--- src/design/skvt_pkg.sv ---
// Shared types, sizes and codes for the sorted key/value table.
`default_nettype none

package skvt_pkg;

    localparam int CAPACITY   = 256;
    localparam int KEY_BITS   = 32;
    localparam int VALUE_BITS = 32;
    localparam int COUNT_BITS = $clog2(CAPACITY + 1);

    // Match flags and hit values are OR-reduced in groups of this size.
    localparam int GROUP   = 16;
    localparam int NGROUPS = (CAPACITY + GROUP - 1) / GROUP;

    localparam logic [1:0] CMD_INSERT = 2'd0;
    localparam logic [1:0] CMD_LOOKUP = 2'd1;
    localparam logic [1:0] CMD_CHANGE = 2'd2;
    localparam logic [1:0] CMD_ERASE  = 2'd3;

    localparam logic [1:0] STS_OK        = 2'd0;
    localparam logic [1:0] STS_EXISTS    = 2'd1;
    localparam logic [1:0] STS_FULL      = 2'd2;
    localparam logic [1:0] STS_NOT_FOUND = 2'd3;

    typedef struct packed {
        logic [1:0]            cmd;
        logic [KEY_BITS-1:0]   key;
        logic [VALUE_BITS-1:0] value;
    } t_in;

    typedef struct packed {
        logic                  found;
        logic [VALUE_BITS-1:0] read_value;
        logic [1:0]            status;
        logic [COUNT_BITS-1:0] entry_count;
    } t_out;

    // Per-cycle control broadcast to every cell.
    typedef struct packed {
        logic cap;  // capture compare flags against the query key
        logic ins;  // shift up and insert
        logic chg;  // overwrite the value of the matching entry
        logic del;  // shift down over the matching entry
    } t_cell_ctl;

endpackage

`default_nettype wire

--- src/design/skvt_cell.sv ---
// One table slot: holds a key/value pair and its compare flags.
`default_nettype none

module skvt_cell
    import skvt_pkg::*;
(
    input  wire logic                  i_clk,
    input  wire t_cell_ctl             i_ctl,
    input  wire logic                  i_occ,
    input  wire logic [KEY_BITS-1:0]   i_key,
    input  wire logic [VALUE_BITS-1:0] i_val,
    input  wire logic                  i_prev_lt,
    input  wire logic [KEY_BITS-1:0]   i_prev_key,
    input  wire logic [VALUE_BITS-1:0] i_prev_val,
    input  wire logic [KEY_BITS-1:0]   i_next_key,
    input  wire logic [VALUE_BITS-1:0] i_next_val,
    output logic [KEY_BITS-1:0]        o_key,
    output logic [VALUE_BITS-1:0]      o_val,
    output logic                       o_lt,
    output logic                       o_eq,
    output logic [VALUE_BITS-1:0]      o_hval
);

    logic [KEY_BITS-1:0]   r_key;
    logic [VALUE_BITS-1:0] r_val;
    logic                  r_lt;
    logic                  r_eq;

    always_ff @(posedge i_clk) begin
        if (i_ctl.cap) begin
            r_lt <= i_occ && (r_key < i_key);
            r_eq <= i_occ && (r_key == i_key);
        end
        if (i_ctl.ins) begin
            // Entries below the new key hold; the first slot above takes it.
            if (!r_lt) begin
                if (i_prev_lt) begin
                    r_key <= i_key;
                    r_val <= i_val;
                end else begin
                    r_key <= i_prev_key;
                    r_val <= i_prev_val;
                end
            end
        end else if (i_ctl.del) begin
            if (i_occ && !r_lt) begin
                r_key <= i_next_key;
                r_val <= i_next_val;
            end
        end else if (i_ctl.chg && r_eq) begin
            r_val <= i_val;
        end
    end

    assign o_key  = r_key;
    assign o_val  = r_val;
    assign o_lt   = r_lt;
    assign o_eq   = r_eq;
    assign o_hval = r_eq ? r_val : '0;

endmodule

`default_nettype wire

--- config.mk ---
export PLATFORM = sky130hd
export DESIGN_NAME = skvt_cell
export DESIGN_NICKNAME = d
export VERILOG_FILES = /design/src/design/skvt_pkg.sv /design/src/design/skvt_cell.sv
export SDC_FILE = /design/constraint.sdc
export NUM_CORES = 1
export LEC_CHECK = 0
export BUFFER_PORTS_ARGS = -buffer_cell sky130_fd_sc_hd__buf_4
export CAP_MARGIN = 20
export CORE_ASPECT_RATIO = 1.4
export CORE_MARGIN = 10
export CORE_UTILIZATION = 47
export CTS_BUF_LIST = sky130_fd_sc_hd__clkbuf_16
export DETAILED_ROUTE_END_ITERATION = 16
export GPL_TIMING_DRIVEN = 0
export PLACE_DENSITY = 0.87
export SLEW_MARGIN = 20
export SYNTH_ARGS = -nofsm -noshare
export SYNTH_HDL_FRONTEND = slang
export SYNTH_SLANG_ARGS = --single-unit
--- constraint.sdc ---
create_clock -name i_clk -period 8.1 [get_ports i_clk]
set_input_delay 1.62 -clock i_clk [delete_from_list [all_inputs] [get_ports i_clk]]
set_output_delay 1.62 -clock i_clk [all_outputs]
set_load 0.02 [all_outputs]
[Yosys cells after proc, flatten, opt, wreduce, memory -nomap -nowiden]
Index checks and enable logic that the tools add are counted.
Operators by class
  magnitude comparators: 1
  equal/unequal tests: 3
  muxes and demuxes: 12
  reduce and logical (&&, ||, !) cells: 10
Operators with widths (count)
  2-to-1 mux 32 bit: 12
  == test 32 bit: 1
  less-than comparator 32 bit: 1
  AND reduction 3 bit: 2
  logical AND 1 bit: 4
  nonzero test 2 bit: 2
  inequality test 3 x 1 -> 1 bit (second input constant): 1
  nonzero test 3 bit: 1
  inequality test 2 bit (second input constant): 1
  logical NOT 1 bit: 1
Word-level totals
  register bits: 66
  bits of input ports: 199
  output and inout port bits: 98
  logic and storage cells: 30

[Logic depth before layout (Yosys ltp)]
Gate-level depths: netlist of run 1.
  depth after elaboration: 5
  gate-level depth with buffers: 7
  gate-level depth less buffers: 7

[Worst setup path after synthesis of run 1]
Ideal clock, no wire load.
  path type: input to register
  from: input port i_ctl[0] in the netlist's numbering
  to: register r_val[0], in the netlist o_val[0] (enable)
  library setup time: 472 ps
  arrival: 4550 ps
  data required time: 7628 ps
  slack: 3079 ps
  cell stages on the path: 4
  path buffers: 3
  cells stage by stage: buf_4 > buf_6 > buf_6 > o32ai_1
On the way
  cells in the longest elaborated chain, start to end: 2
  elaborated cells on any way between the ends: 3
  those cells by class: eq/ne: 1; reduce/logical: 2
Ends and longest elaborated chain
  from (decl): line skvt_cell.sv:8  | input wire t_cell_ctl i_ctl,
  inequality test 3 x 1 -> 1 bit (no line) or nonzero test 3 bit (tied branches)
  AND reduction 3 bit (no line) *
  to (signal assigned): line skvt_cell.sv:39  | r_val <= i_val;
  to (signal assigned): line skvt_cell.sv:42  | r_val <= i_prev_val;
  to (signal assigned): line skvt_cell.sv:48  | r_val <= i_next_val;
  to (decl): line skvt_cell.sv:25  | logic [VALUE_BITS-1:0] r_val;
Mark *: on every way between the ends. The rest lies on a longest branch, timed or not.
A chain may end at the register's enable or synchronous reset.

[Worst setup path after layout of run 1]
  from: register r_eq, in the netlist o_eq
  to: output port o_hval[25]
On the way
  cells in the longest elaborated chain, start to end: 1
Ends and longest elaborated chain
  from (decl): line skvt_cell.sv:27  | logic r_eq;
  from (signal assigned): line skvt_cell.sv:32  | r_eq <= i_occ && (r_key == i_key);
  2-to-1 mux 32 bit: line skvt_cell.sv:59  | assign o_hval = r_eq ? r_val : '0;
  to (decl): line skvt_cell.sv:21  | output logic [VALUE_BITS-1:0] o_hval
Every way passes these cells.

==> results of run 1 <==
-- critical path: stages (launching register included) --
cell and delay (ps):
sky130_fd_sc_hd__edfxtp_1 510, sky130_fd_sc_hd__clkbuf_1 380, sky130_fd_sc_hd__and2_1 200, sky130_fd_sc_hd__buf_4 140
-- registers in the layout (all words and copies together), names as in the netlist --
register and cells:
o_eq 1, o_key 32, o_lt 1, o_val 32
-- synth_stat cells --
cell type | n | area (µm²)
sky130_fd_sc_hd__buf_2 | 2 | 10.01
sky130_fd_sc_hd__nand4_2 | 2 | 25.02
sky130_fd_sc_hd__edfxtp_1 | 66 | 1982
sky130_fd_sc_hd__nor2_1 | 35 | 131.4
sky130_fd_sc_hd__mux2i_1 | 64 | 640.6
sky130_fd_sc_hd__o21a_1 | 2 | 15.01
sky130_fd_sc_hd__nand2_1 | 9 | 33.78
sky130_fd_sc_hd__nand2b_1 | 1 | 6.260
sky130_fd_sc_hd__o221a_2 | 1 | 11.26
sky130_fd_sc_hd__nand4_1 | 4 | 25.02
sky130_fd_sc_hd__nor4_2 | 2 | 25.02
sky130_fd_sc_hd__buf_1 | 1 | 3.750
sky130_fd_sc_hd__o32ai_1 | 1 | 8.760
sky130_fd_sc_hd__a21o_1 | 3 | 22.52
sky130_fd_sc_hd__nor2b_1 | 33 | 206.5
sky130_fd_sc_hd__o211ai_2 | 1 | 12.51
sky130_fd_sc_hd__and2_1 | 32 | 200.2
sky130_fd_sc_hd__nand3_1 | 1 | 5.000
sky130_fd_sc_hd__buf_4 | 11 | 82.58
sky130_fd_sc_hd__a211oi_2 | 1 | 12.51
sky130_fd_sc_hd__nand4b_1 | 1 | 8.760
sky130_fd_sc_hd__buf_6 | 2 | 22.52
sky130_fd_sc_hd__inv_1 | 33 | 123.9
sky130_fd_sc_hd__ha_1 | 32 | 400.4
sky130_fd_sc_hd__a2bb2oi_1 | 1 | 8.760
sky130_fd_sc_hd__a211oi_1 | 33 | 247.7
sky130_fd_sc_hd__a21oi_1 | 77 | 385.4
sky130_fd_sc_hd__o21ai_1 | 1 | 5.000
sky130_fd_sc_hd__clkbuf_1 | 15 | 56.30
sky130_fd_sc_hd__o21ai_0 | 2 | 10.01
sky130_fd_sc_hd__nor4_1 | 2 | 12.51
sky130_fd_sc_hd__nor3_1 | 1 | 5.000
-- power by group --
group,leakage [nW],switching (mW),internal [mW]
Clock,0.148,0.141,0.232
Combinational,2.80,0.172,0.169
Sequential,0.628,0.0166,0.416
Total,3.58,0.330,0.817
-- final cells by class --
class                           instances  area, µm²
Multi-Input combinational cell        342       2491
Inverter                               33      123.9
Buffer                                 31      175.2
Sequential cell                        66       1982
Timing Repair Buffer                  296       2253
Fill cell                             702       2426
Clock buffer                            9      225.2
Tap cell                              135      168.9
Clock inverter                          7      53.80
-- layer usage --
metal	global-route usage, %	vias up	wire length [µm]
met3	9.116	50	1810
met2	45.60	274	10120
met5	0	-	0
met1	25.53	2279	6550
li1	-	2336	-
met4	11.59	0	826
-- path summary, 6_finish.rpt --
path,cells past startpoint,slack [ps],end,startpoint
hold / removal,1,820,o_key[4]$_DFFE_PP_,o_lt$_DFFE_PP_
hold reg to reg,1,820,o_key[4]$_DFFE_PP_,o_lt$_DFFE_PP_
setup reg to reg,6,6190,o_lt$_DFFE_PP_,o_key[13]$_DFFE_PP_
setup / recovery,3,4920,o_hval[25],o_eq$_DFFE_PP_
-- cells by family after synthesis --
group                    Yosys count  share of synthesized area (%)
AO/OA/AOI/OAI                    123                          15.58
AND/OR/NAND/NOR                  123                          14.42
flip-flops                        66                          41.76
buffers and inverters             64                          6.301
multiplexers                      64                          13.50
adder cells (fa/ha/maj)           32                          8.437
-- metrics by stage --
| stage | hold slack [ps] | power, mW |
|---|---|---|
| after floorplan | 921.9 | 0.6030 |
| after global placement | 795.2 | 0.7641 |
| after detailed placement | 821.3 | 0.7803 |
| after CTS | 833.2 | 1.151 |
| after global routing | 873.7 | 1.199 |
| final | 824.6 | 1.147 |
==> results.toml, run 1 <==
[sta]
period_needed_ps = 3181
transition_time_at_the_pin_with_the_least_slew_margin_ps = 610.8
fmaxAchievable_ghz = 0.3143
rsz_0062_raised_after_global_routing = "no"
report.final.hold_viol_count = 0
setup_violations = 0
layout_worst_path_cycle_share_pct = 39.28
final_worst_setup_slack_ps = 4919
fin_worst_skew_ps = 6.080
setup_tns_ps = 0
report.final.slew_viol_count = 0
worst_slew_margin_rel_pct = 59.28

[global_route]
track_usage_pct = 25.44
grt_pass1_wl_mm = 29.48
globalRouteOverflowTotal = 0
number_of_antenna_violations_at_the_first_check_in_global_routing = 0
vias_in_the_first_global_route = 5315
grt_max_degree = 19

[yosys]
post_synth_instance_area_um2 = 4746
synth_cells = 472
postSynthNetCount = 703
ys_seq_elements = 66
yosysUniqueCellTypes = 32
synth_warnings = 0
synth-seq-area-share_pct = 41.76
post_synth.cell_area_avg_um2 = 10.05

[clock_tree]
ctsResizeCount = 0
post-cts-setup-buffers = 0
tritoncts = "yes"
clk_pin_slew_worst_paths_ps = 60
h-tree-depth = 3
clockBufferDepth = 2
clockRootBuffer = "sky130_fd_sc_hd__clkbuf_16"
cts_hold_buffers = 0
clkLatencyLatePin_ps = 330
numCtsBuffers = 9
cts_sinks = 66

[place]
numPlacedInstances = 903
gpl.final_weighted_congestion = 0.9004
placed_cell_area_um2 = 7194
dp.final_hpwl_mm = 16.12
pre_cts_ws_ps = 4791
numPortBuffers = 293

[drt]
drt_iter0_drc = 200
drcViolationCount = 0
ant_nets = 0
drt-pass1-iter-count = 5
avg_wl_per_cell_um = 21.00
via_count = 4939
detail_route.wirelength_mm = 19.30
routed_via_density = 5.374

[cells_and_area]
diodes = 0
layout_commonest_cell = "sky130_fd_sc_hd__buf_4"
instances_no_fill = 919
finish.net_count = 1010
fin_util_pct = 75.49
most-common-layout-cells = "sky130_fd_sc_hd__buf_4 (304), sky130_fd_sc_hd__a21oi_1 (77), sky130_fd_sc_hd__edfxtp_1 (66)"
drive_above_1_share_pct = 42.22
syn_to_final_growth_pct = 57.47
postLayoutCellArea_um2 = 7473

[setup_path]
crit_arrival_ps = 1560
path_class = "reg2out"
critical_path_required_ps = 6480
worst-path-max-fanout = 10
critical_path.startpoint_type = "flop"
critical_path.endpoint_type = "primary output"

[outcome]
status = "finished, final reports clean"

[die]
core-area_um2 = 9899
boundaryPins = 297
die_area_um2 = 14570
std_cell_rows = 43
initial_utilization_pct = 47.94
die_x_um = 104.9
chipHeight_um = 138.9

[pwr]
ir_drop_mv = 0.09876
p_per_area_nw_per_um2 = 153.5
p_leak_nw = 3.575

[run]
drv_cap = 0

[hold_path]
hold_class = "reg2reg"
Note: power is estimated with default switching activity, not from simulation.
==> inputs of run 2 (changes only) <==
ABC_AREA = 1   (was unset)
CORE_UTILIZATION = 40   (was 47)
PLACE_DENSITY = 0.79   (was 0.87)
clock period = 2.92 ns   (was 8.1 ns; I/O delays follow)
==> results.toml, run 2 <==
[outcome]
status = "finished, final reports clean"

[clock_tree]
cts_hold_buffers = 0
clkLatencyLatePin_ps = 340
ctsResizeCount = 0
post-cts-setup-buffers = 0
clk_pin_slew_worst_paths_ps = 50
cts_sinks = 66
numCtsBuffers = 9
h-tree-depth = 3
tritoncts = "yes"
clockBufferDepth = 2
clockRootBuffer = "sky130_fd_sc_hd__clkbuf_16"

[yosys]
synth.area.mux_share_pct = 0
synth_enable_flop_cells = 66
synth_fa_ha_area_share_pct = 8.397
post_synth.cell_area_avg_um2 = 7.908
netlist.area_leader.share_pct = 41.56
synth_top_cell_by_area = "sky130_fd_sc_hd__edfxtp_1"
synth_top_family_by_area = "simple AND/OR/NAND/NOR gates"
synth_common_cells = "sky130_fd_sc_hd__nand2_1 (129), sky130_fd_sc_hd__inv_1 (76), sky130_fd_sc_hd__nor2_1 (71)"
yosysUniqueCellTypes = 28
synth_compound_area_share_pct = 18.39
synthMostInstantiatedCell = "sky130_fd_sc_hd__nand2_1"
postSynthNetCount = 834
synth-seq-area-share_pct = 41.56
synth_simple_gate_area_share_pct = 20.49
synth-xor-area-share_pct = 0
post_synth_instance_area_um2 = 4768
ys_seq_elements = 66
asyncSetResetFlopFracSynth_pct = 0
synth_cells = 603
postSynth.topFlopCell = "sky130_fd_sc_hd__edfxtp_1"
post_synth_main_area_contributors = "sky130_fd_sc_hd__edfxtp_1 (42%), sky130_fd_sc_hd__nand2_1 (10%), sky130_fd_sc_hd__ha_1 (8.4%), sky130_fd_sc_hd__o21ai_0 (6.9%), sky130_fd_sc_hd__inv_1 (6.0%)"
synth_warnings = 0

[pwr]
ir_drop_mv = 0.2361
design_power_total_mw = 3.101
p_leak_nw = 3.789
p_per_area_nw_per_um2 = 416.2

[die]
initial_utilization_pct = 40.54
die_x_um = 112.3
chipHeight_um = 149.2
die_area_um2 = 16750
boundaryPins = 297
core-area_um2 = 11760
std_cell_rows = 47

[cells_and_area]
fin_util_pct = 63.35
layout_commonest_cell = "sky130_fd_sc_hd__buf_4"
instances_no_fill = 1062
postLayoutCellArea_um2 = 7451
syn_to_final_growth_pct = 56.26
drive_above_1_share_pct = 38.69
finish.net_count = 1142
diodes = 0
most-common-layout-cells = "sky130_fd_sc_hd__buf_4 (296), sky130_fd_sc_hd__nand2_1 (129), sky130_fd_sc_hd__inv_1 (76)"

[setup_path]
cpMaxStageDelayCell = "sky130_fd_sc_hd__edfxtp_1"
crit_path_cell_trace = "clkbuf_1 > buf_2 > nand2_1 > inv_1 > buf_4"
critical_path.endpoint_type = "primary output"
path_depth = 5
worst-path-max-fanout = 10
crit_buf_inv = 4
crit_arrival_ps = 1640
crit_family = "buffers and inverters"
worst_r2r_path_depth = 2
path_class = "reg2out"
crit_path_max_incr_delay_ps = 360
critical_path.startpoint_type = "flop"
critical_path_required_ps = 2340

[place]
dp.final_hpwl_mm = 16.35
numPlacedInstances = 1047
placed_cell_area_um2 = 7201
gpl.final_weighted_congestion = 0.8504
numPortBuffers = 294

[drt]
drt_iter0_drc = 272
drt-pass1-iter-count = 5
drcViolationCount = 0
via_count = 5362
ant_nets = 0
routed_via_density = 5.049
avg_wl_per_cell_um = 18.79
detail_route.wirelength_mm = 19.96

[sta]
layout_worst_path_cycle_share_pct = 76.05
transition_time_at_the_pin_with_the_least_slew_margin_ps = 871.7
period_needed_ps = 2221
report.final.slew_viol_count = 0
fin_worst_skew_ps = 8.719
report.final.hold_viol_count = 0
setup_violations = 0
fmaxAchievable_ghz = 0.4503
worst_slew_margin_rel_pct = 41.89
rsz_0062_raised_after_global_routing = "no"

[global_route]
grt_max_degree = 33
track_usage_pct = 22.79
number_of_antenna_violations_at_the_first_check_in_global_routing = 0
globalRouteOverflowTotal = 0
vias_in_the_first_global_route = 5734
grt_pass1_wl_mm = 30.33

[hold_path]
hold_class = "in2reg"
hold-path-cell-count = 1

[run]
drv_cap = 0
==> run 2: cell count changes in the layout (fill, tap and decap cells not counted), sizes merged, moves of 33 or more <==
cell,before,now
nand3,1,34
nand2,9,129
inv,36,77
a21oi,77,12
mux2i,64,0
nor2,35,72
nor2b,33,0
o21ai,3,98
==> run 2: where the power goes <==
group / total, mW / switching, mW / leakage (nW) / internal, mW
logic: 0.936 / 0.494 / 3.03 / 0.443
clock network: 0.958 / 0.403 / 0.125 / 0.555
registers: 1.21 / 0.0491 / 0.635 / 1.16
==> run 2: kinds of logic after synthesis <==
family / Yosys count
fa+ha+maj: 32
compound gates: 148
buf+inv: 115
flops: 66
simple gates: 242
==> run 2: path summary, 6_finish.rpt <==
check	startpoint	to	slack (ps)
min	i_ctl[3]	o_eq$_DFFE_PP_	470
max reg2reg	o_lt$_DFFE_PP_	o_val[0]$_DFFE_PP_	1020
max	o_eq$_DFFE_PP_	o_hval[5]	700
min reg2reg	o_lt$_DFFE_PP_	o_key[30]$_DFFE_PP_	660
==> run 2: worst reg2reg max path, stage by stage (launching register included) <==
cell                       delay [ps]
sky130_fd_sc_hd__edfxtp_1         430
sky130_fd_sc_hd__a211oi_4         350
sky130_fd_sc_hd__a31o_2           740
==> run 2: stage by stage <==
step | hold WS (ps) | worst slack (ps) | TNS (ps)
floorplan | 696.5 | 222.9 | 0
global placement | 795.8 | -641.1 | -20450
detailed placement | 663.8 | 598.0 | 0
CTS | 456.7 | 617.7 | 0
global route | 462.0 | 585.4 | 0
finish | 467.2 | 699.4 | 0
==> run 2: layout make-up <==
cell class	count	area, µm²
Clock buffer	9	225.2
Timing Repair Buffer	297	2241
Clock inverter	6	25.02
Tap cell	147	183.9
Fill cell	1094	4310
Sequential cell	66	1982
Buffer	38	240.2
Inverter	77	291.5
Multi-Input combinational cell	422	2262
==> run 2: layer usage <==
layer  vias to the layer above  part of all wire (%)  GRT usage, %
li1                       2650                     -             -
met1                      2446                    36         23.99
met2                       234                    52         41.00
met3                        32                   8.9         7.488
met4                         0                   2.7         8.779
met5                         -                     0             0
==> inputs of run 3 (changes only) <==
clock period = 1.9 ns   (was 2.92 ns; I/O delays follow)
==> results.toml, run 3 (synthesis gave the netlist of run 2 again) <==
[setup_path]
critical_path.startpoint_type = "flop"
critical_path_required_ps = 1520
path_class = "reg2out"
critical_path.endpoint_type = "primary output"
crit_path_max_incr_delay_ps = 410
crit_path_cell_trace = "buf_12 > buf_2 > nand2_1 > inv_1 > buf_4"
worst-path-max-fanout = 10
cpMaxStageDelayCell = "sky130_fd_sc_hd__edfxtp_1"
crit_arrival_ps = 1360

[cells_and_area]
diodes = 0
most-common-layout-cells = "sky130_fd_sc_hd__buf_4 (296), sky130_fd_sc_hd__nand2_1 (129), sky130_fd_sc_hd__inv_1 (78)"
layout_commonest_cell = "sky130_fd_sc_hd__buf_4"
fin_util_pct = 64.40
drive_above_1_share_pct = 39.08
syn_to_final_growth_pct = 58.86
finish.net_count = 1142
instances_no_fill = 1063

[pwr]
p_per_area_nw_per_um2 = 688.1
p_leak_nw = 3.848
ir_drop_mv = 0.3645
design_power_total_mw = 5.212

[die]
chipHeight_um = 149.2
die_x_um = 112.3
initial_utilization_pct = 40.54
boundaryPins = 297
die_area_um2 = 16750
std_cell_rows = 47
core-area_um2 = 11760

[clock_tree]
h-tree-depth = 3
tritoncts = "yes"
cts_sinks = 66
cts_hold_buffers = 0
numCtsBuffers = 9
clockRootBuffer = "sky130_fd_sc_hd__clkbuf_16"
clockBufferDepth = 2
clk_pin_slew_worst_paths_ps = 50
clkLatencyLatePin_ps = 330

[drt]
drt-pass1-iter-count = 5
ant_nets = 0
routed_via_density = 5.066
avg_wl_per_cell_um = 18.84
drt_iter0_drc = 324
drcViolationCount = 0
via_count = 5385
detail_route.wirelength_mm = 20.03

[sta]
fmaxAchievable_ghz = 0.5737
worst_slew_margin_rel_pct = 66.92
rsz_0062_raised_after_global_routing = "no"
layout_worst_path_cycle_share_pct = 91.75
setup_violations = 0
fin_worst_skew_ps = 11.14
setup_tns_ps = 0
report.final.slew_viol_count = 0
report.final.hold_viol_count = 0
period_needed_ps = 1743
transition_time_at_the_pin_with_the_least_slew_margin_ps = 496.1

[global_route]
number_of_antenna_violations_at_the_first_check_in_global_routing = 0
track_usage_pct = 22.72
grt_max_degree = 33
vias_in_the_first_global_route = 5652
grt_pass1_wl_mm = 30.36
globalRouteOverflowTotal = 0

[place]
dp.final_hpwl_mm = 16.38
numPortBuffers = 294
numPlacedInstances = 1047
gpl.final_weighted_congestion = 0.8731

[outcome]
status = "finished, final reports clean"

[hold_path]
hold_class = "in2reg"

[run]
drv_cap = 0
==> run 3: cell types whose count changed in the layout (fill, tap and decap cells not counted), moves of 2 or more <==
cell,delta
sky130_fd_sc_hd__buf_8,+2
sky130_fd_sc_hd__bufinv_16,+3
sky130_fd_sc_hd__clkinv_1,-4
sky130_fd_sc_hd__inv_1,+2
==> run 3: worst max-delay path: cells and delay by family (launching register included) <==
| family | cells | cell delay [ps] |
|---|---|---|
| simple gates | 1 | 80 |
| buf+inv | 4 | 540 |
| flops | 1 | 410 |
==> run 3: per-stage QoR <==
stage                     setup slack, ps  instance area [µm²]  hold WS (ps)
after floorplan                    -345.6                 4795         492.5
after global placement              -1085                 7186         592.3
after detailed placement            66.56                 7223         592.4
after CTS                           8.993                 7555         254.5
after global routing                82.56                 7575         254.0
final                               156.8                 7575         268.0
==> run 3: routing by layer <==
metal / up-vias / GRT usage, % / wire (µm)
li1: 2644 / - / -
met1: 2481 / 23.57 / 7349
met2: 223 / 41.38 / 10420
met3: 37 / 7.287 / 1613
met4: 0 / 8.779 / 641
met5: - / 0 / 0
==> run 3: power breakdown <==
part	switching, mW	internal (mW)	total [mW]	leakage [nW]
clock network	0.640	1.27	1.91	0.168
logic	0.758	0.687	1.44	3.04
registers	0.0774	1.78	1.86	0.635
==> run 3: final timing paths <==
check | startpoint | cells past startpoint | slack (ps) | end
worst max-delay path | o_eq$_DFFE_PP_ | 5 | 160 | o_hval[15]
worst min-delay path | i_ctl[3] | 1 | 270 | o_eq$_DFFE_PP_
worst max register to register | o_lt$_DFFE_PP_ | 4 | 240 | o_key[28]$_DFFE_PP_
worst min register to register | o_lt$_DFFE_PP_ | 1 | 680 | o_key[30]$_DFFE_PP_
==> run 3: what timing repair did <==
item	4_1_cts	5_1_grt
gates cloned	0	0
buffers inserted	0	1
resized for setup	0	0
endpoints found under the setup margin	30	26
==> run 3: area by class of cell <==
| class | count | area, µm² |
|---|---|---|
| buffer | 37 | 246.5 |
| timing repair buffer | 298 | 2265 |
| multi-input combinational | 422 | 2271 |
| sequential | 66 | 1982 |
| clock buffer | 9 | 225.2 |
| clock inverter | 7 | 110.1 |
| fill | 1042 | 4187 |
| tap | 147 | 183.9 |
| inverter | 77 | 291.5 |
